**src/hw/rtl/gise_pkg.sv**
```systemverilog
package gise_pkg;

  // Field widths
  localparam int GAIN_W       = 7;
  localparam int SUBFRAMES    = 4;
  localparam int MSG_BITS_MAX = 4;
  localparam int MSG_W        = 4;
  localparam int LEN_W        = 4;
  localparam int SUB_W        = 3;
  localparam int CNT_W        = 3;
  localparam int COST_W       = 4;
  localparam int SQ_W         = 5;
  localparam int DIGIT_W      = 3;
  localparam int K_W          = 2;

  // Stream packing, lowest bit first
  localparam int SUB_LSB      = SUBFRAMES * GAIN_W;
  localparam int MBITS_LSB    = SUB_LSB + SUB_W;
  localparam int MLEN_LSB     = MBITS_LSB + MSG_W;
  localparam int IN_TDATA_W   = 40;
  localparam int OUT_TDATA_W  = 40;
  localparam int OUT_PAD_W    = OUT_TDATA_W - SUBFRAMES * GAIN_W - MSG_W - CNT_W;

  // APB
  localparam int APB_AW       = 4;
  localparam int APB_DW       = 32;

  // Offset digit: index 0..4 stands for offset -2..+2
  localparam logic [DIGIT_W-1:0] DIGIT_LAST = 3'd4;

  typedef enum logic [1:0] {
    REG_LIMIT_ABS  = 2'd0,
    REG_LIMIT_COND = 2'd1,
    REG_MAX_COST   = 2'd2
  } reg_idx_e;

  typedef enum logic [2:0] {
    ST_IDLE,
    ST_DISPATCH,
    ST_SWEEP,
    ST_PARITY,
    ST_FINISH
  } state_e;

  typedef struct packed {
    logic [GAIN_W-1:0] limit_abs;
    logic [GAIN_W-1:0] limit_cond;
    logic [COST_W-1:0] max_cost;
  } cfg_t;

  typedef struct packed {
    logic load;
    logic sweep_step;
    logic parity_step;
    logic finish;
  } cmd_t;

  typedef struct packed {
    logic matrix;
    logic empty;
    logic sweep_last;
    logic parity_end;
  } sts_t;

  // Absolute offset of a digit
  function automatic logic [1:0] digit_abs(input logic [DIGIT_W-1:0] idx);
    logic [1:0] r;
    case (idx)
      3'd0:    r = 2'd2;
      3'd1:    r = 2'd1;
      3'd2:    r = 2'd0;
      3'd3:    r = 2'd1;
      3'd4:    r = 2'd2;
      default: r = 2'd0;
    endcase
    return r;
  endfunction

  // Squared offset of a digit
  function automatic logic [2:0] digit_sq(input logic [DIGIT_W-1:0] idx);
    logic [2:0] r;
    case (idx)
      3'd0:    r = 3'd4;
      3'd1:    r = 3'd1;
      3'd2:    r = 3'd0;
      3'd3:    r = 3'd1;
      3'd4:    r = 3'd4;
      default: r = 3'd0;
    endcase
    return r;
  endfunction

endpackage

```
**src/hw/rtl/gain_index_stego_embed.sv**
```systemverilog
// Channel | Direction | Payload
// s_*     | in        | s_tdata: gain_0..gain_3, subframe_count, message_bits, message_length;
//         |           | s_tuser: conditional_coding
// m_*     | out       | m_tdata: new_gain_0..new_gain_3, applied_bits, applied_count
// APB     | in/out    | gain_limit_absolute @0x0, gain_limit_conditional @0x4, max_cost @0x8
//
// Matrix mode runs load, dispatch, sweep and result, testing one offset candidate per cycle
// in the sweep over all 625 offset combinations.
// Parity mode handles one subframe per cycle; zero-length frames go from dispatch to result.
// A new frame is taken once the previous one sits in the output register.
// Reset is asynchronous, active low; a stalled output holds the engine in its final state.
module gain_index_stego_embed (
  input  logic                             clk_i,
  input  logic                             rst_ni,
  input  logic                             s_tvalid,
  output logic                             s_tready,
  // [6:0] gain_0, [13:7] gain_1, [20:14] gain_2, [27:21] gain_3,
  // [30:28] subframe_count, [34:31] message_bits, [38:35] message_length
  input  logic [gise_pkg::IN_TDATA_W-1:0]  s_tdata,
  // [0] conditional_coding
  input  logic                             s_tuser,
  output logic                             m_tvalid,
  input  logic                             m_tready,
  // [6:0] new_gain_0, [13:7] new_gain_1, [20:14] new_gain_2, [27:21] new_gain_3,
  // [31:28] applied_bits, [34:32] applied_count
  output logic [gise_pkg::OUT_TDATA_W-1:0] m_tdata,
  input  logic                             psel,
  input  logic                             penable,
  input  logic                             pwrite,
  input  logic [gise_pkg::APB_AW-1:0]      paddr,
  input  logic [gise_pkg::APB_DW-1:0]      pwdata,
  output logic [gise_pkg::APB_DW-1:0]      prdata,
  output logic                             pready
);
  import gise_pkg::*;

  cfg_t cfg;
  cmd_t cmd;
  sts_t sts;

  gise_regs u_regs (
    .clk_i   (clk_i),
    .rst_ni  (rst_ni),
    .psel    (psel),
    .penable (penable),
    .pwrite  (pwrite),
    .paddr   (paddr),
    .pwdata  (pwdata),
    .prdata  (prdata),
    .pready  (pready),
    .cfg_o   (cfg)
  );

  gise_ctrl u_ctrl (
    .clk_i       (clk_i),
    .rst_ni      (rst_ni),
    .in_valid_i  (s_tvalid),
    .in_ready_o  (s_tready),
    .out_valid_o (m_tvalid),
    .out_ready_i (m_tready),
    .sts_i       (sts),
    .cmd_o       (cmd)
  );

  gise_dpath u_dpath (
    .clk_i      (clk_i),
    .cmd_i      (cmd),
    .sts_o      (sts),
    .cfg_i      (cfg),
    .in_data_i  (s_tdata),
    .in_cond_i  (s_tuser),
    .out_data_o (m_tdata)
  );

endmodule

```
**src/hw/rtl/gise_regs.sv**
```systemverilog
module gise_regs (
  input  logic                       clk_i,
  input  logic                       rst_ni,
  input  logic                       psel,
  input  logic                       penable,
  input  logic                       pwrite,
  input  logic [gise_pkg::APB_AW-1:0] paddr,
  input  logic [gise_pkg::APB_DW-1:0] pwdata,
  output logic [gise_pkg::APB_DW-1:0] prdata,
  output logic                       pready,
  output gise_pkg::cfg_t             cfg_o
);
  import gise_pkg::*;

  cfg_t     cfg_q, cfg_d;
  reg_idx_e idx;
  logic     wr_en;

  assign pready = 1'b1;
  assign wr_en  = psel & penable & pwrite;
  assign idx    = reg_idx_e'(paddr[3:2]);

  // Decode the write
  always_comb begin
    cfg_d = cfg_q;
    if (wr_en) begin
      unique case (idx)
        REG_LIMIT_ABS:  cfg_d.limit_abs  = pwdata[GAIN_W-1:0];
        REG_LIMIT_COND: cfg_d.limit_cond = pwdata[GAIN_W-1:0];
        REG_MAX_COST:   cfg_d.max_cost   = pwdata[COST_W-1:0];
        default: ;
      endcase
    end
  end

  // Read back
  always_comb begin
    unique case (idx)
      REG_LIMIT_ABS:  prdata = APB_DW'(cfg_q.limit_abs);
      REG_LIMIT_COND: prdata = APB_DW'(cfg_q.limit_cond);
      REG_MAX_COST:   prdata = APB_DW'(cfg_q.max_cost);
      default:        prdata = '0;
    endcase
  end

  always_ff @(posedge clk_i or negedge rst_ni) begin
    if (!rst_ni) begin
      cfg_q.limit_abs  <= 7'd63;
      cfg_q.limit_cond <= 7'd40;
      cfg_q.max_cost   <= 4'd8;
    end else begin
      cfg_q <= cfg_d;
    end
  end

  assign cfg_o = cfg_q;

endmodule

```
**src/hw/rtl/gise_ctrl.sv**
```systemverilog
module gise_ctrl (
  input  logic           clk_i,
  input  logic           rst_ni,
  input  logic           in_valid_i,
  output logic           in_ready_o,
  output logic           out_valid_o,
  input  logic           out_ready_i,
  input  gise_pkg::sts_t sts_i,
  output gise_pkg::cmd_t cmd_o
);
  import gise_pkg::*;

  state_e state_q, state_d;
  logic   out_valid_q, out_valid_d;
  logic   slot_free;

  assign slot_free = !out_valid_q || out_ready_i;

  // Next state
  always_comb begin
    state_d = state_q;
    unique case (state_q)
      ST_IDLE:     if (in_valid_i) state_d = ST_DISPATCH;
      ST_DISPATCH: begin
        if (sts_i.empty)       state_d = ST_FINISH;
        else if (sts_i.matrix) state_d = ST_SWEEP;
        else                   state_d = ST_PARITY;
      end
      ST_SWEEP:    if (sts_i.sweep_last) state_d = ST_FINISH;
      ST_PARITY:   if (sts_i.parity_end) state_d = ST_FINISH;
      ST_FINISH:   if (slot_free) state_d = ST_IDLE;
      default:     state_d = ST_IDLE;
    endcase
  end

  // Outputs and commands
  always_comb begin
    in_ready_o        = 1'b0;
    cmd_o             = '0;
    unique case (state_q)
      ST_IDLE: begin
        in_ready_o    = 1'b1;
        cmd_o.load    = in_valid_i;
      end
      ST_SWEEP:  cmd_o.sweep_step  = 1'b1;
      ST_PARITY: cmd_o.parity_step = 1'b1;
      ST_FINISH: cmd_o.finish      = slot_free;
      default: ;
    endcase
  end

  // Hold the result until the output transfer
  always_comb begin
    out_valid_d = out_valid_q;
    if (cmd_o.finish)     out_valid_d = 1'b1;
    else if (out_ready_i) out_valid_d = 1'b0;
  end

  always_ff @(posedge clk_i or negedge rst_ni) begin
    if (!rst_ni) begin
      state_q     <= ST_IDLE;
      out_valid_q <= 1'b0;
    end else begin
      state_q     <= state_d;
      out_valid_q <= out_valid_d;
    end
  end

  assign out_valid_o = out_valid_q;

endmodule

```
**src/hw/rtl/gise_dpath.sv**
```systemverilog
module gise_dpath (
  input  logic                             clk_i,
  input  gise_pkg::cmd_t                   cmd_i,
  output gise_pkg::sts_t                   sts_o,
  input  gise_pkg::cfg_t                   cfg_i,
  input  logic [gise_pkg::IN_TDATA_W-1:0]  in_data_i,
  input  logic                             in_cond_i,
  output logic [gise_pkg::OUT_TDATA_W-1:0] out_data_o
);
  import gise_pkg::*;

  // Frame registers
  logic [GAIN_W-1:0]  g_q      [SUBFRAMES];
  logic [GAIN_W-1:0]  lim_q;
  logic [MSG_W-1:0]   bits_q;
  logic [CNT_W-1:0]   nbits_q;
  logic               matrix_q;

  // Sweep registers
  logic [DIGIT_W-1:0] dig_q    [SUBFRAMES];
  logic [GAIN_W-1:0]  best_g_q [SUBFRAMES];
  logic               found_q;
  logic [COST_W-1:0]  best_c1_q;
  logic [SQ_W-1:0]    best_c2_q;

  // Parity registers
  logic [GAIN_W-1:0]  res_g_q  [SUBFRAMES];
  logic [MSG_W-1:0]   app_bits_q;
  logic [CNT_W-1:0]   app_n_q;
  logic [K_W-1:0]     k_q;

  logic [OUT_TDATA_W-1:0] out_q;

  // Load-time decode
  logic [SUB_W-1:0]  ld_sub;
  logic [LEN_W-1:0]  ld_len;
  logic [CNT_W-1:0]  ld_nb;
  logic              ld_matrix;

  always_comb begin
    ld_sub    = in_data_i[SUB_LSB +: SUB_W];
    ld_len    = in_data_i[MLEN_LSB +: LEN_W];
    ld_matrix = (ld_sub >= SUB_W'(SUBFRAMES));
    ld_nb     = (ld_len > LEN_W'(MSG_BITS_MAX)) ? CNT_W'(MSG_BITS_MAX) : ld_len[CNT_W-1:0];
    if (!ld_matrix && (ld_nb > ld_sub)) ld_nb = ld_sub;
  end

  // Evaluate the current candidate
  logic signed [GAIN_W+1:0] cand [SUBFRAMES];
  logic [SUBFRAMES-1:0]     in_rng;
  logic [COST_W-1:0]        c1;
  logic [SQ_W-1:0]          c2;
  logic [9:0]               sym_full;
  logic [MSG_W-1:0]         mask, target, sym;
  logic                     hit, better, sweep_last;

  always_comb begin
    c1         = '0;
    c2         = '0;
    sweep_last = 1'b1;
    for (int k = 0; k < SUBFRAMES; k++) begin
      cand[k]   = $signed({2'b00, g_q[k]}) + $signed({6'b0, dig_q[k]}) - 9'sd2;
      in_rng[k] = !cand[k][GAIN_W+1] && (cand[k][GAIN_W:0] <= {1'b0, lim_q});
      c1        = c1 + COST_W'(digit_abs(dig_q[k]));
      c2        = c2 + SQ_W'(digit_sq(dig_q[k]));
      sweep_last = sweep_last && (dig_q[k] == DIGIT_LAST);
    end
    sym_full = 10'(cand[0][3:0]) + 10'(cand[1][3:0]) * 10'd3 +
               10'(cand[2][3:0]) * 10'd9 + 10'(cand[3][3:0]) * 10'd27;
    mask     = MSG_W'((5'd1 << nbits_q) - 5'd1);
    target   = bits_q & mask;
    sym      = sym_full[MSG_W-1:0] & mask;
    hit      = (&in_rng) && (sym == target);
    better   = !found_q || (c1 < best_c1_q) || ((c1 == best_c1_q) && (c2 < best_c2_q));
  end

  // Advance the offset counter, last digit fastest
  logic [DIGIT_W-1:0] dig_next [SUBFRAMES];
  logic               carry;

  always_comb begin
    carry = 1'b1;
    for (int k = SUBFRAMES - 1; k >= 0; k--) begin
      dig_next[k] = dig_q[k];
      if (carry) begin
        if (dig_q[k] == DIGIT_LAST) begin
          dig_next[k] = '0;
        end else begin
          dig_next[k] = dig_q[k] + 3'd1;
          carry       = 1'b0;
        end
      end
    end
  end

  // Parity step on one subframe
  logic [GAIN_W-1:0] p_cur, p_pick;
  logic [GAIN_W:0]   p_up;
  logic              p_want, p_ok, parity_end;

  always_comb begin
    p_cur  = res_g_q[k_q];
    p_want = bits_q[k_q];
    p_up   = {1'b0, p_cur} + 8'd1;
    p_pick = p_cur;
    p_ok   = 1'b0;
    if (p_cur[0] == p_want) begin
      p_ok   = (p_cur <= lim_q);
    end else if ((p_cur != '0) && ((p_cur - 7'd1) <= lim_q)) begin
      p_pick = p_cur - 7'd1;
      p_ok   = 1'b1;
    end else if (p_up <= {1'b0, lim_q}) begin
      p_pick = p_up[GAIN_W-1:0];
      p_ok   = 1'b1;
    end
    parity_end = !p_ok || ({1'b0, k_q} == (nbits_q - 3'd1));
  end

  // Result selection
  logic                take;
  logic [GAIN_W-1:0]   fin_g [SUBFRAMES];
  logic [MSG_W-1:0]    fin_bits;
  logic [CNT_W-1:0]    fin_n;

  always_comb begin
    take = found_q && (best_c1_q <= cfg_i.max_cost);
    for (int k = 0; k < SUBFRAMES; k++) begin
      if (matrix_q) fin_g[k] = take ? best_g_q[k] : g_q[k];
      else          fin_g[k] = res_g_q[k];
    end
    if (matrix_q) begin
      fin_bits = take ? target : '0;
      fin_n    = take ? nbits_q : '0;
    end else begin
      fin_bits = app_bits_q;
      fin_n    = app_n_q;
    end
  end

  // Registers
  always_ff @(posedge clk_i) begin
    if (cmd_i.load) begin
      for (int k = 0; k < SUBFRAMES; k++) begin
        g_q[k]     <= in_data_i[k*GAIN_W +: GAIN_W];
        res_g_q[k] <= in_data_i[k*GAIN_W +: GAIN_W];
        dig_q[k]   <= '0;
      end
      lim_q      <= in_cond_i ? cfg_i.limit_cond : cfg_i.limit_abs;
      bits_q     <= in_data_i[MBITS_LSB +: MSG_W];
      nbits_q    <= ld_nb;
      matrix_q   <= ld_matrix;
      found_q    <= 1'b0;
      app_bits_q <= '0;
      app_n_q    <= '0;
      k_q        <= '0;
    end
    if (cmd_i.sweep_step) begin
      for (int k = 0; k < SUBFRAMES; k++) dig_q[k] <= dig_next[k];
      if (hit && better) begin
        found_q   <= 1'b1;
        best_c1_q <= c1;
        best_c2_q <= c2;
        for (int k = 0; k < SUBFRAMES; k++) best_g_q[k] <= cand[k][GAIN_W-1:0];
      end
    end
    if (cmd_i.parity_step && p_ok) begin
      res_g_q[k_q]    <= p_pick;
      app_bits_q[k_q] <= p_want;
      app_n_q         <= app_n_q + 3'd1;
      k_q             <= k_q + 2'd1;
    end
    if (cmd_i.finish) begin
      out_q <= {{OUT_PAD_W{1'b0}}, fin_n, fin_bits, fin_g[3], fin_g[2], fin_g[1], fin_g[0]};
    end
  end

  assign sts_o.matrix     = matrix_q;
  assign sts_o.empty      = (nbits_q == '0);
  assign sts_o.sweep_last = sweep_last;
  assign sts_o.parity_end = parity_end;
  assign out_data_o       = out_q;

endmodule
```
**config.mk**
```make
export PLATFORM = sky130hd
export DESIGN_NAME = gain_index_stego_embed
export DESIGN_NICKNAME = d
export VERILOG_FILES = /design/src/hw/rtl/gise_pkg.sv /design/src/hw/rtl/gain_index_stego_embed.sv /design/src/hw/rtl/gise_regs.sv /design/src/hw/rtl/gise_ctrl.sv /design/src/hw/rtl/gise_dpath.sv
export SDC_FILE = /design/constraint.sdc
export NUM_CORES = 1
export LEC_CHECK = 0
export BUFFER_PORTS_ARGS = -buffer_cell sky130_fd_sc_hd__buf_2
export CELL_PAD_IN_SITES_DETAIL_PLACEMENT = 1
export CELL_PAD_IN_SITES_GLOBAL_PLACEMENT = 1
export CORE_MARGIN = 5
export CORE_UTILIZATION = 47
export DETAILED_ROUTE_END_ITERATION = 6
export GPL_TIMING_DRIVEN = 0
export PLACE_DENSITY_LB_ADDON = 0.12
export SLEW_MARGIN = 10
export SYNTH_ARGS = -nofsm -noshare
export SYNTH_HDL_FRONTEND = slang
export SYNTH_SLANG_ARGS = --single-unit
```
**constraint.sdc**
```tcl
create_clock -name clk_i -period 8.96 [get_ports clk_i]
set_clock_uncertainty 0.15 [all_clocks]
set_input_delay 0 -clock clk_i [delete_from_list [all_inputs] [get_ports clk_i]]
set_output_delay 0 -clock clk_i [all_outputs]
set_load 0.02 [all_outputs]
```
After elaboration in Yosys (flattened, before gate mapping)

Memory sizes are Yosys's and may differ from the RTL's. A register that Yosys moved wholly into a read port is not among the register bits.
Index checks and enable logic that the tools add are counted.

Input bits: 84
Memories: 4
Output and inout port bits: 75
Word-level logic and storage cells: 239
Bits in registers: 91
Memory bits (writable): 96

Memories:

| name             | depth | bits a word | rd ports | clocked after memory_dff | wr ports | RTL line         | source |
|---|---|---|---|---|---|---|---|
| u_dpath.best_g_q | 4     | 7           | 4        | 0                        | 4        | gise_dpath.sv:21 | `logic [GAIN_W-1:0] best_g_q [SUBFRAMES];` |
| u_dpath.g_q      | 4     | 7           | 4        | 0                        | 4        | gise_dpath.sv:13 | `logic [GAIN_W-1:0] g_q [SUBFRAMES];` |
| u_dpath.res_g_q  | 4     | 7           | 5        | 1                        | 4        | gise_dpath.sv:27 | `logic [GAIN_W-1:0] res_g_q [SUBFRAMES];` |
| u_dpath.dig_q    | 4     | 3           | 4        | 0                        | 4        | gise_dpath.sv:20 | `logic [DIGIT_W-1:0] dig_q [SUBFRAMES];` |

Shifts and indexed selects: 1
Multiply operators: 3
Order comparisons: 15
Mux-type cells: 87
Add/sub/neg operators: 27
Reductions and logical operators: 52
Equality and inequality tests: 26
Bitwise gates (word level): 8

Operators by type and width:

| kind                                             | count |
|---|---|
| two-way mux 7 bit                                | 13 |
| two-way mux 3 bit                                | 22 |
| less-or-equal comparator 8 x 7 -> 1 bit          | 5 |
| subtractor 9 x 3 -> 9 bit, second input constant | 4 |
| adder 7 x 3 -> 8 bit                             | 4 |
| two-way mux 1 bit                                | 31 |
| one-hot mux 3 bit (2 select lines)               | 4 |
| one-hot mux 7 bit (3 select lines)               | 1 |
| == test 3 x 2 -> 1 bit, second input constant    | 6 |
| logical NOT 3 bit                                | 6 |
| two-way mux 4 bit                                | 4 |
| one-hot mux 2 bit (2 select lines)               | 4 |
| OR reduction 2 bit                               | 8 |
| adder 3 x 1 -> 3 bit, second input constant      | 5 |
| == test 3 x 1 -> 1 bit, second input constant    | 5 |
| == test 3 bit, second input constant             | 5 |
| logical AND 1 bit                                | 15 |
| one-hot mux 3 bit (5 select lines)               | 1 |
| less-or-equal comparator 7 bit                   | 2 |
| adder 4 bit                                      | 3 |
| adder 5 x 3 -> 5 bit                             | 2 |
| adder 4 x 2 -> 4 bit                             | 2 |
| adder 7 x 1 -> 8 bit, second input constant      | 1 |
| AND 4 bit                                        | 2 |
| other kinds (39)                                 | 64 |

Logic depth before layout (Yosys ltp)

Gate-level depths: netlist of run 1.
An unclocked memory read counts as a cell.

Depth after elaboration: 14
Mapped depth: 19
Gate-level depth less buffers: 19

By module

From an unflattened synthesis of run 1, not the netlist that was laid out.

Cells, all modules: 1106
Area, all modules: 12480.7 µm²

Modules (own cells, without submodules):

| module     | seq. area each (µm²) | times used | area an instance (µm²) | cells an instance |
|---|---|---|---|---|
| gise_dpath | 4914.7               | 1          | 11119.4                | 985 |
| gise_regs  | 461.7                | 1          | 1081.0                 | 90 |
| gise_ctrl  | 100.1                | 1          | 280.3                  | 31 |

Least setup slack after synthesis of run 1

No wires, ideal clock.

Path kind: register to register
Start point: mem u_dpath.dig_q[1][0]
End point: reg u_dpath.best_c1_q[1], enable pin
Required time: 8412 ps
Cell stages (with the launch flop): 19
Library setup time: 398 ps
Clock period less this slack: 6331 ps
Path buffers: 0
Arrival: 5783 ps
Path slack: 2629 ps
Cell sequence: edfxtp_1 -> ha_1 -> inv_1 -> fa_1 -> xor2_1 -> inv_1 -> fa_1 -> fa_1 -> inv_1 -> fa_1 -> inv_1 -> fa_1 -> ha_1 -> xor2_1 -> xnor2_1 -> xnor2_1 -> xnor3_1 -> nand2_1 -> and4b_1

RTL lines:

| what                   | RTL line          | source |
|---|---|---|
| start: declaration     | gise_dpath.sv:20  |  |
| end signal: assignment | gise_dpath.sv:161 | `best_c1_q <= c1;` |
| end: declaration       | gise_dpath.sv:23  | `logic [COST_W-1:0] best_c1_q;` |

==> flow_metrics.tcl, run 1 <==
set metrics [dict create \
    p_clk_share_pct 41.6 \
    grt_pass1_vias 10200 \
    r2r-start "u_dpath.dig_q[1][0]" \
    power_switching_mw 0.534 \
    wire_per_inst_um 22.5 \
    die_h_um 173 \
    yosysTopAreaCell "edfxtp_1" \
    core-area_um2 26100 \
    cp_cell_sequence "ha_1 -> inv_1 -> fa_1 -> xor2_1 -> inv_1 -> fa_1 -> fa_1 -> inv_1 -> fa_1 -> inv_1 -> fa_1 -> ha_1 -> xnor2_1 -> nor2_1 -> nor3_1 -> nand4_1 -> nor4_1 -> and4b_2 -> buf_12" \
    maxSlewHeadroom_pct 25.8 \
    drv_cap 0 \
    yosys-top-cells-count "159 x edfxtp_1, 123 x ha_1, 89 x inv_1, 77 x nor2_1, 62 x nand2_1" \
    portBuffers 98 \
    ff2ff_path_depth 19 \
    synth_area_leaders "edfxtp_1 38%, ha_1 12%, mux2_2 4.3%" \
    synth-main-ff-cell "edfxtp_1" \
    regArea_um2 5480 \
    layout.nets 1536 \
    clkSlewWorstSetupHoldPaths_ns 0.09 \
    start_kind "flip-flop" \
    outcome "completed" \
    post_cts_buffers 0 \
    swShare_pct 26.9 \
    die_area_um2 29800 \
    fin_crit_ns 6.69 \
    nFillCells 2833 \
    numCtsBuffers 17 \
    htree_levels 4 \
    p_leak_nw 6.47 \
    p_int_mw 1.45 \
    hp-class "in -> async" \
    combPwrFrac_pct 8.9 \
    synth_area_um2 12400 \
    r2r-end "u_dpath.best_c2_q[3]" \
    final-setup-viol-count 0 \
    yosys_warnings 0 \
    grt_antenna_before_repair 0 \
    crit_type "reg -> reg" \
    setup_slack_ns 2.27 \
    grt_max_degree 32 \
    die_x_um 173 \
    cp_max_fo 31 \
    slowest_delay_ns 0.60 \
    dp.final_hpwl_um 28800 \
    synthArstFlopShare_pct 11.7 \
    cts_buffer_depth 2 \
    synth_edf_count 159 \
    cp.arrival_ns 6.68 \
    cp_num_buf_inv 5 \
    grt_usage_pct 24.7 \
    gp_congestion 0.864 \
    cp_slowest_cell "xor2_1" \
    grt_pass1_wl_um 57900 \
    cp_top_family "adder cells" \
    drc_errors 0 \
    cpMostUsedCell "fa_1" \
    finalCritPeriodShare_pct 74.6 \
    fin_tns_setup_ns 0 \
    synthCells 1106 \
    cts_tree "yes" \
    synth_seq_cells 188 \
    place_ws_ns 2.36 \
    worst-slew-pin-transition_ns 1.10 \
    p_seq_share_pct 49.4 \
    ios 159 \
    rows 59 \
    rsz0062_at_grt "no" \
    initial_core_util_pct 47.7 \
    cts-root-buf "clkbuf_16" \
    powerDensity_nw_per_um2 135 \
    area_delta_synth_final_pct 18.7 \
    synth_top_area_share_pct 38.4 \
    vias 9479 \
    vdd_drop_max_v 0.000111 \
    clock-sinks 188 \
    viasPerCell 5.70 \
    wl_um 37500 \
    ff2ff_setup_slack_ns 2.27 \
    avgSynthCellArea_um2 11.2 \
    finalMaxSlewViolations 0 \
    multi_input_area_um2 6290 \
    post-route-util_pct 56.6 \
    drive_gt1_share_pct 19.4 \
    diodes 0 \
    gr-total-overflow 0 \
    finalHoldViolCount 0 \
    drt_iter0_drc 563 \
    endpoint_kind "flip-flop" \
    clk_latency_ns 0.46 \
    seq_area_frac_synth_pct 44.0 \
    firstDrtPassIters 5 \
    max_freq_mhz 150 \
    yosys.cell_types.count 79 \
    antenna_left 0 \
    cp_data_required_time_ns 8.96 \
    synth.most_common_cell "edfxtp_1" \
]
==> power by group through the flow <==
| stage | sequential, mW | combinational, mW | clock, mW |
|---|---|---|---|
| finish | 0.983 | 0.178 | 0.827 |
| CTS | 0.983 | 0.177 | 0.842 |
| detailed placement | 1.00 | 0.155 | 0 |
| floorplan | 0.998 | 0.106 | 0 |
| global placement | 1.00 | 0.150 | 0 |
| global route | 0.985 | 0.192 | 0.881 |
==> worst max path at each step <==
stage          depth (start not counted)                 from                endpoint
2_1_floorplan                         18  u_dpath.dig_q[1][0]    u_dpath.best_c1_q[1]
3_5_place_dp                          19  u_dpath.dig_q[1][0]    u_dpath.best_c2_q[2]
4_1_cts                               19  u_dpath.dig_q[1][0]  u_dpath.best_g_q[3][6]
6_report                              19  u_dpath.dig_q[1][0]    u_dpath.best_c2_q[3]
5_1_grt                               19  u_dpath.dig_q[1][0]    u_dpath.best_c2_q[1]
3_3_place_gp                          18  u_dpath.dig_q[1][0]    u_dpath.best_c1_q[2]
==> logic make-up after synthesis <==
family,share of synthesized area [%]
compound gates,10.7
flops,44.0
fa+ha+maj,14.8
mux,9.31
buf+inv,6.38
simple gates,9.82
other cells,0.0604
xor+xnor,4.93
==> metrics by stage <==
stage / hold WS (ns) / instances / area, um2 / power, mW
after global routing: 0.0399 / 1662 / 14800 / 2.06
final: 0.00459 / 1662 / 14800 / 1.99
after floorplan: -0.446 / 1135 / 12500 / 1.10
after CTS: 0.00229 / 1662 / 14800 / 2.00
after detailed placement: -0.155 / 1571 / 13500 / 1.16
after global placement: -0.152 / 1568 / 13500 / 1.15
==> final cells by class <==
cell class,instances,area share [%]
Inverter,89,2.26
Clock inverter,15,1.48
Buffer,74,3.11
Tap cell,335,2.84
Sequential cell,188,37.1
Clock buffer,17,2.88
Multi-Input combinational cell,784,42.6
Timing Repair Buffer,160,7.73
==> cells in the final DEF, fill, tap and decap left out, types with 8 or more instances in the layout <==
master / count
o21ai_0: 36
edfxtp_1: 159
fa_1: 15
and3_1: 8
dfrtp_1: 13
nor2_1: 76
nor3_1: 15
nand3_1: 21
mux2_2: 47
a211oi_1: 11
and2_1: 10
inv_1: 88
o22ai_1: 12
nand4_1: 11
xnor2_1: 37
mux2i_1: 40
buf_2: 101
a21o_1: 16
dfstp_2: 9
nand2_1: 62
mux4_2: 8
clkbuf_1: 25
conb_1: 31
buf_4: 35
dlygate4sd3_1: 59
nor2b_1: 11
ha_1: 123
xor2_1: 22
clkbuf_16: 17
a21oi_1: 61
==> worst reg2reg max path, cell delays in order, from the launching register on <==
cell      delay (ns)
edfxtp_1        0.50
ha_1            0.26
inv_1           0.07
fa_1            0.42
xor2_1          0.60
inv_1           0.15
fa_1            0.55
fa_1            0.56
inv_1           0.06
fa_1            0.53
inv_1           0.06
fa_1            0.50
ha_1            0.36
xnor2_1         0.15
nor2_1          0.06
nor3_1          0.22
nand4_1         0.12
nor4_1          0.34
and4b_2         0.46
buf_12          0.26
==> state kept, by name (all words and copies together), names as in the netlist, 4 cells and up, named ones only <==
| name | cells |
|---|---|
| u_dpath.g_q | 28 |
| u_dpath.dig_q | 12 |
| u_dpath.best_g_q | 28 |
| u_regs.cfg_o | 18 |
| u_dpath.bits_q | 4 |
| u_dpath.best_c2_q | 5 |
| u_dpath.app_bits_q | 4 |
| u_dpath.res_g_q | 28 |
| u_dpath.lim_q | 7 |
| u_dpath.out_data_o | 35 |
==> routing by layer <==
metal  vias up  global-route usage (%)  routed length, um
li1       4378                       -                  -
met5         -                       0                  0
met3        70                    5.55               2070
met2       283                    43.0              18500
met4         0                    7.96               1150
met1      4748                    30.6              15700
==> timing repair <==
| action | 4_1_cts | 5_1_grt |
|---|---|---|
| hold buffers | 59 | 0 |
| hold endpoints to repair | 110 | 0 |
| gates resized for setup | 0 | 0 |
Power figures use the tool's default switching activity.
==> inputs of run 2 (changes only) <==
CORE_UTILIZATION = 43   (was 47)
clock period = 5.55 ns   (was 8.96 ns; I/O delays follow)
==> run 2 against run 1 <==
The run now ends with negative setup slack left. Non-clock buffer count is 16 higher. Core utilization is 3.8 points lower. Worst hold slack better by 0.0062 ns. Sequential share of layout area is 0.93 points lower. Largest cell class unchanged. Largest power group unchanged.
==> flow_metrics.tcl, run 2 (synthesized netlist as in run 1, its figures left out) <==
set metrics [dict create \
    cp_data_required_time_ns 5.58 \
    finalHoldViolCount 0 \
    clock-sinks 188 \
    cp_max_fo 5 \
    fin_crit_ns 5.81 \
    portBuffers 98 \
    largest_reg_flops 35 \
    die_h_um 180 \
    multi_input_area_um2 6410 \
    viasPerCell 5.52 \
    htree_levels 4 \
    max_freq_mhz 172 \
    vias 9539 \
    grt_pass1_wl_um 59400 \
    numCtsBuffers 17 \
    gp_congestion 0.870 \
    crit_type "reg -> reg" \
    cts_tree "yes" \
    drc_errors 0 \
    grt_pass1_vias 10100 \
    finalCritPeriodShare_pct 105 \
    regArea_um2 5480 \
    layout.nets 1553 \
    drive_gt1_share_pct 21.4 \
    firstDrtPassIters 6 \
    place_ws_ns -0.799 \
    ios 159 \
    rsz0062_at_grt "yes" \
    endpoint_kind "flip-flop" \
    clk_latency_ns 0.46 \
    gr-total-overflow 0 \
    powerDensity_nw_per_um2 211 \
    nFillCells 3100 \
    wire_per_inst_um 22.4 \
    final_common_cell "edfxtp_1" \
    drv_cap 0 \
    start_kind "flip-flop" \
    final_area_um2 15100 \
    initial_core_util_pct 43.5 \
    cts-root-buf "clkbuf_16" \
    final-setup-viol-count 37 \
    cp_slowest_cell "fa_2" \
    slowest_delay_ns 0.55 \
    cts_buffer_depth 2 \
    cp_cell_sequence "ha_4 -> fa_2 -> inv_4 -> ha_4 -> inv_4 -> fa_1 -> fa_1 -> inv_2 -> fa_1 -> inv_1 -> fa_1 -> ha_4 -> xnor2_2 -> nor2_2 -> nor3_2 -> nand4_1 -> nor4_4 -> and4b_4 -> clkbuf_16" \
    clkSlewWorstSetupHoldPaths_ns 0.09 \
    vdd_drop_max_v 0.000178 \
    ff2ff_setup_slack_ns -0.26 \
    maxSlewHeadroom_pct 30.6 \
    die_area_um2 32400 \
    r2r-start "u_dpath.dig_q[2][0]" \
    rows 62 \
    antenna_left 0 \
    grt_antenna_before_repair 0 \
    crit_path_end "u_dpath.best_g_q[3][3]" \
    cpMostUsedCell "fa_1" \
    final_cell_mix "159 x edfxtp_1, 120 x ha_1, 101 x buf_2" \
    worst-slew-pin-transition_ns 1.03 \
    grt_max_degree 30 \
    finalMaxSlewViolations 0 \
    die_x_um 180 \
    drt_iter0_drc 554 \
    p_leak_nw 6.58 \
    worstSetupStartpoint "u_dpath.dig_q[2][0]" \
    outcome "complete, but fails checks" \
    cp.arrival_ns 5.84 \
    hp-class "in -> async" \
    place_area_um2 13600 \
    wl_um 38800 \
    dp.final_hpwl_um 29300 \
    area_delta_synth_final_pct 21.7 \
    diodes 0 \
    grt_usage_pct 23.7 \
    setup_slack_ns -0.257 \
    failed_checks "negative setup slack" \
    core-area_um2 28600 \
    ff2ff_path_depth 19 \
    r2r-end "u_dpath.best_g_q[3][3]" \
]
run 2: cell types whose count changed in the layout (fill, tap and decap cells not counted), moves of 3 or more:
cell    previous run  this run
ha_4               0         3
inv_1             88        85
inv_8              0         3
buf_12             3         6
buf_4             35        43
ha_1             123       120
run 2: how the worst min path moves through the flow:
stage,start,end,slack (ns),depth (start not counted)
floorplan,rst_ni,u_ctrl.out_valid_o,-0.45,0
global route,rst_ni,u_regs.cfg_o[11],0.04,2
detailed placement,rst_ni,u_regs.cfg_o[17],-0.14,1
global placement,rst_ni,u_regs.cfg_o[4],-0.16,1
finish,rst_ni,u_regs.cfg_o[14],0.01,2
CTS,rst_ni,u_regs.cfg_o[11],0.002,2
run 2: routing by layer:
| layer | global-route usage, % | up-vias | wire, um |
|---|---|---|---|
| li1 | - | 4420 | - |
| met1 | 29.6 | 4790 | 16100 |
| met2 | 41.2 | 271 | 19300 |
| met3 | 5.01 | 58 | 2140 |
| met4 | 7.83 | 0 | 1160 |
| met5 | 0 | - | 0 |
run 2: power by group:
group | internal, mW | switching [mW] | total [mW] | leakage [nW]
registers | 1.57 | 0.0210 | 1.59 | 1.76
logic | 0.146 | 0.139 | 0.285 | 4.52
clock network | 0.627 | 0.693 | 1.32 | 0.298
run 2: final cells by class:
cell class | instances | area share, %
Buffer | 74 | 3.03
Clock buffer | 17 | 2.81
Clock inverter | 15 | 1.31
Inverter | 89 | 2.24
Multi-Input combinational cell | 785 | 42.4
Sequential cell | 188 | 36.2
Tap cell | 384 | 3.17
Timing Repair Buffer | 176 | 8.89
run 2: metrics by stage:
| stage | TNS (ns) | hold WS, ns | cells | power, mW | util (%) |
|---|---|---|---|---|---|
| after floorplan | 0 | -0.446 | 1135 | 1.78 | - |
| after global placement | -29.20 | -0.156 | 1617 | 1.86 | 47.4 |
| after detailed placement | -29.26 | -0.141 | 1620 | 1.86 | 47.6 |
| after CTS | -10.99 | 0.00207 | 1725 | 3.22 | 52.7 |
| after global routing | -13.56 | 0.0425 | 1728 | 3.31 | 52.9 |
| final | -8.52 | 0.0108 | 1728 | 3.19 | 52.9 |
run 2: timing repair:
action	CTS	global route
pin swaps	6	5
endpoints found under the setup margin	37	44
gates resized for setup	12	4
gates cloned	1	1
setup buffers	11	2
hold buffers	61	0
hold endpoints to repair	108	0
run 2: worst max-delay path: cells and delay by family (launching register included):
kind | cells | cell delay, ns
AND/OR/NAND/NOR | 5 | 1.02
buffers and inverters | 5 | 0.36
flip-flops | 1 | 0.50
adder cells (fa/ha/maj) | 8 | 3.38
XOR/XNOR | 1 | 0.11
==> inputs of run 3 (changes only) <==
CELL_PAD_IN_SITES_DETAIL_PLACEMENT = 2   (was 1)
CELL_PAD_IN_SITES_GLOBAL_PLACEMENT = 2   (was 1)
CORE_UTILIZATION = 35   (was 43)
==> run 3 against run 2 <==
The flow still finishes with violations (negative setup slack). Sequential cell count unchanged. First-iteration DRC count down 19%. Sequential power about the same. Cell count up 4.2%. Non-clock buffer count down 5. Register-to-register slack better by 0.08 ns.
==> flow_metrics.tcl, run 3 (synthesized netlist as in run 1, its figures left out) <==
set metrics [dict create \
    fin_crit_ns 5.73 \
    crit_type "reg -> reg" \
    maxSlewHeadroom_pct 20.8 \
    outcome "complete, but fails checks" \
    place_area_um2 13700 \
    finalMaxSlewViolations 0 \
    start_kind "flip-flop" \
    antenna_left 0 \
    core-area_um2 35300 \
    drc_errors 0 \
    drt_iter0_drc 447 \
    clkSlewWorstSetupHoldPaths_ns 0.08 \
    ff2ff_setup_slack_ns -0.18 \
    ios 159 \
    rsz0062_at_grt "yes" \
    wl_um 42100 \
    dp.final_hpwl_um 31900 \
    grt_pass1_wl_um 64400 \
    grt_pass1_vias 10700 \
    final-setup-viol-count 37 \
    area_delta_synth_final_pct 21.6 \
    p_leak_nw 6.54 \
    rows 69 \
    vdd_drop_max_v 0.000214 \
    clock-sinks 188 \
    viasPerCell 5.26 \
    firstDrtPassIters 5 \
    cp_data_required_time_ns 5.57 \
    max_freq_mhz 174 \
    cp_max_fo 12 \
    finalCritPeriodShare_pct 103 \
    cts_buffer_depth 2 \
    cp_cell_sequence "ha_2 -> fa_2 -> inv_4 -> ha_4 -> inv_4 -> fa_1 -> fa_1 -> inv_2 -> fa_1 -> inv_1 -> fa_1 -> ha_4 -> xnor2_2 -> nor2_1 -> nor3_2 -> nand4_1 -> nor4_4 -> and4b_4 -> buf_12" \
    powerDensity_nw_per_um2 212 \
    holdWs_ns 0.0218 \
    wire_per_inst_um 23.4 \
    failed_checks "negative setup slack" \
    cpMostUsedCell "fa_1" \
    diodes 0 \
    cts_tree "yes" \
    cp_slowest_cell "fa_2" \
    r2r-start "u_dpath.dig_q[2][0]" \
    drv_cap 0 \
    htree_levels 4 \
    fin_tns_setup_ns -6.09 \
    numCtsBuffers 17 \
    final_common_cell "edfxtp_1" \
    cts-root-buf "clkbuf_16" \
    die_area_um2 39400 \
    grt_usage_pct 21.8 \
    gp_congestion 0.850 \
    vias 9476 \
    die_x_um 199 \
    finalHoldViolCount 0 \
    endpoint_kind "flip-flop" \
    gr-total-overflow 0 \
    drive_gt1_share_pct 20.8 \
    worstSetupStartpoint "u_dpath.dig_q[2][0]" \
    initial_core_util_pct 35.2 \
    grt_antenna_before_repair 1 \
    final_area_um2 15100 \
    setup_slack_ns -0.181 \
    cp.arrival_ns 5.75 \
    die_h_um 199 \
    final_cell_mix "159 x edfxtp_1, 120 x ha_1, 101 x buf_2" \
    worst-slew-pin-transition_ns 1.18 \
    grt_max_degree 31 \
    portBuffers 98 \
    slowest_delay_ns 0.56 \
    largest_reg_flops 35 \
    clk_latency_ns 0.46 \
    layout.nets 1548 \
    hp-class "in -> async" \
]
## run 3: changes by cell type in the layout (fill, tap and decap cells not counted), sizes merged
cell,delta
buf,-4
bufinv,+2
clkinv,+1
inv,-4
## run 3: what timing repair did
item,CTS,global route
hold buffers,61,0
resized for setup,11,2
gates cloned,1,0
buffers inserted,9,1
pin swaps,2,0
setup endpoints to repair,44,44
endpoints found under the hold margin,114,0
## run 3: path summary, 6_finish.rpt
path	endpoint	depth (start not counted)
max	u_dpath.best_g_q[3][2]	19
min	u_regs.cfg_o[16]	2
max reg2reg	u_dpath.best_g_q[3][2]	19
min reg2reg	u_dpath.found_q	1
max in group asynchronous	u_regs.cfg_o[1]	3
min in group clk_i	u_regs.cfg_o[14]	4
## run 3: area by class of cell
class / count / area, um2
flip-flops and latches: 188 / 5480
clock buffers: 18 / 429
inverters: 89 / 339
plain buffers: 74 / 459
fillers: 3691 / 20200
multi-input cells: 785 / 6390
repair buffers: 171 / 1270
well taps: 461 / 577
clock inverters: 14 / 180
## run 3: metrics by stage
stage | total power [mW] | worst slack, ns | util (%) | cells
2_1_floorplan | 1.78 | 0.0337 | - | 1135
3_3_place_gp | 1.87 | -0.957 | 38.7 | 1694
3_5_place_dp | 1.87 | -1.01 | 38.8 | 1696
4_1_cts | 3.24 | -0.222 | 42.8 | 1799
5_1_grt | 3.33 | -0.394 | 42.8 | 1800
6_report | 3.21 | -0.181 | 42.8 | 1800
## run 3: worst max-delay path, delay by kind of cell (launching register included)
| family | cells | cell delay, ns |
|---|---|---|
| AND/OR/NAND/NOR | 5 | 0.95 |
| flip-flops | 1 | 0.47 |
| adder cells (fa/ha/maj) | 8 | 3.41 |
| buffers and inverters | 5 | 0.34 |
| XOR/XNOR | 1 | 0.10 |
## run 3: per-layer routing
metal / share of wire (%) / up-vias / wire length [um] / global-route usage [%]
met4: 2.2 / 0 / 923 / 5.67
met3: 4.5 / 50 / 1910 / 3.90
met2: 49 / 217 / 20800 / 38.0
li1: - / 4415 / - / -
met1: 44 / 4794 / 18500 / 28.2
met5: 0 / - / 0 / 0
## run 3: where the power goes
group | switching [mW] | internal (mW) | leakage (nW)
registers | 0.0228 | 1.57 | 1.76
logic | 0.147 | 0.147 | 4.48
clock network | 0.637 | 0.685 | 0.296
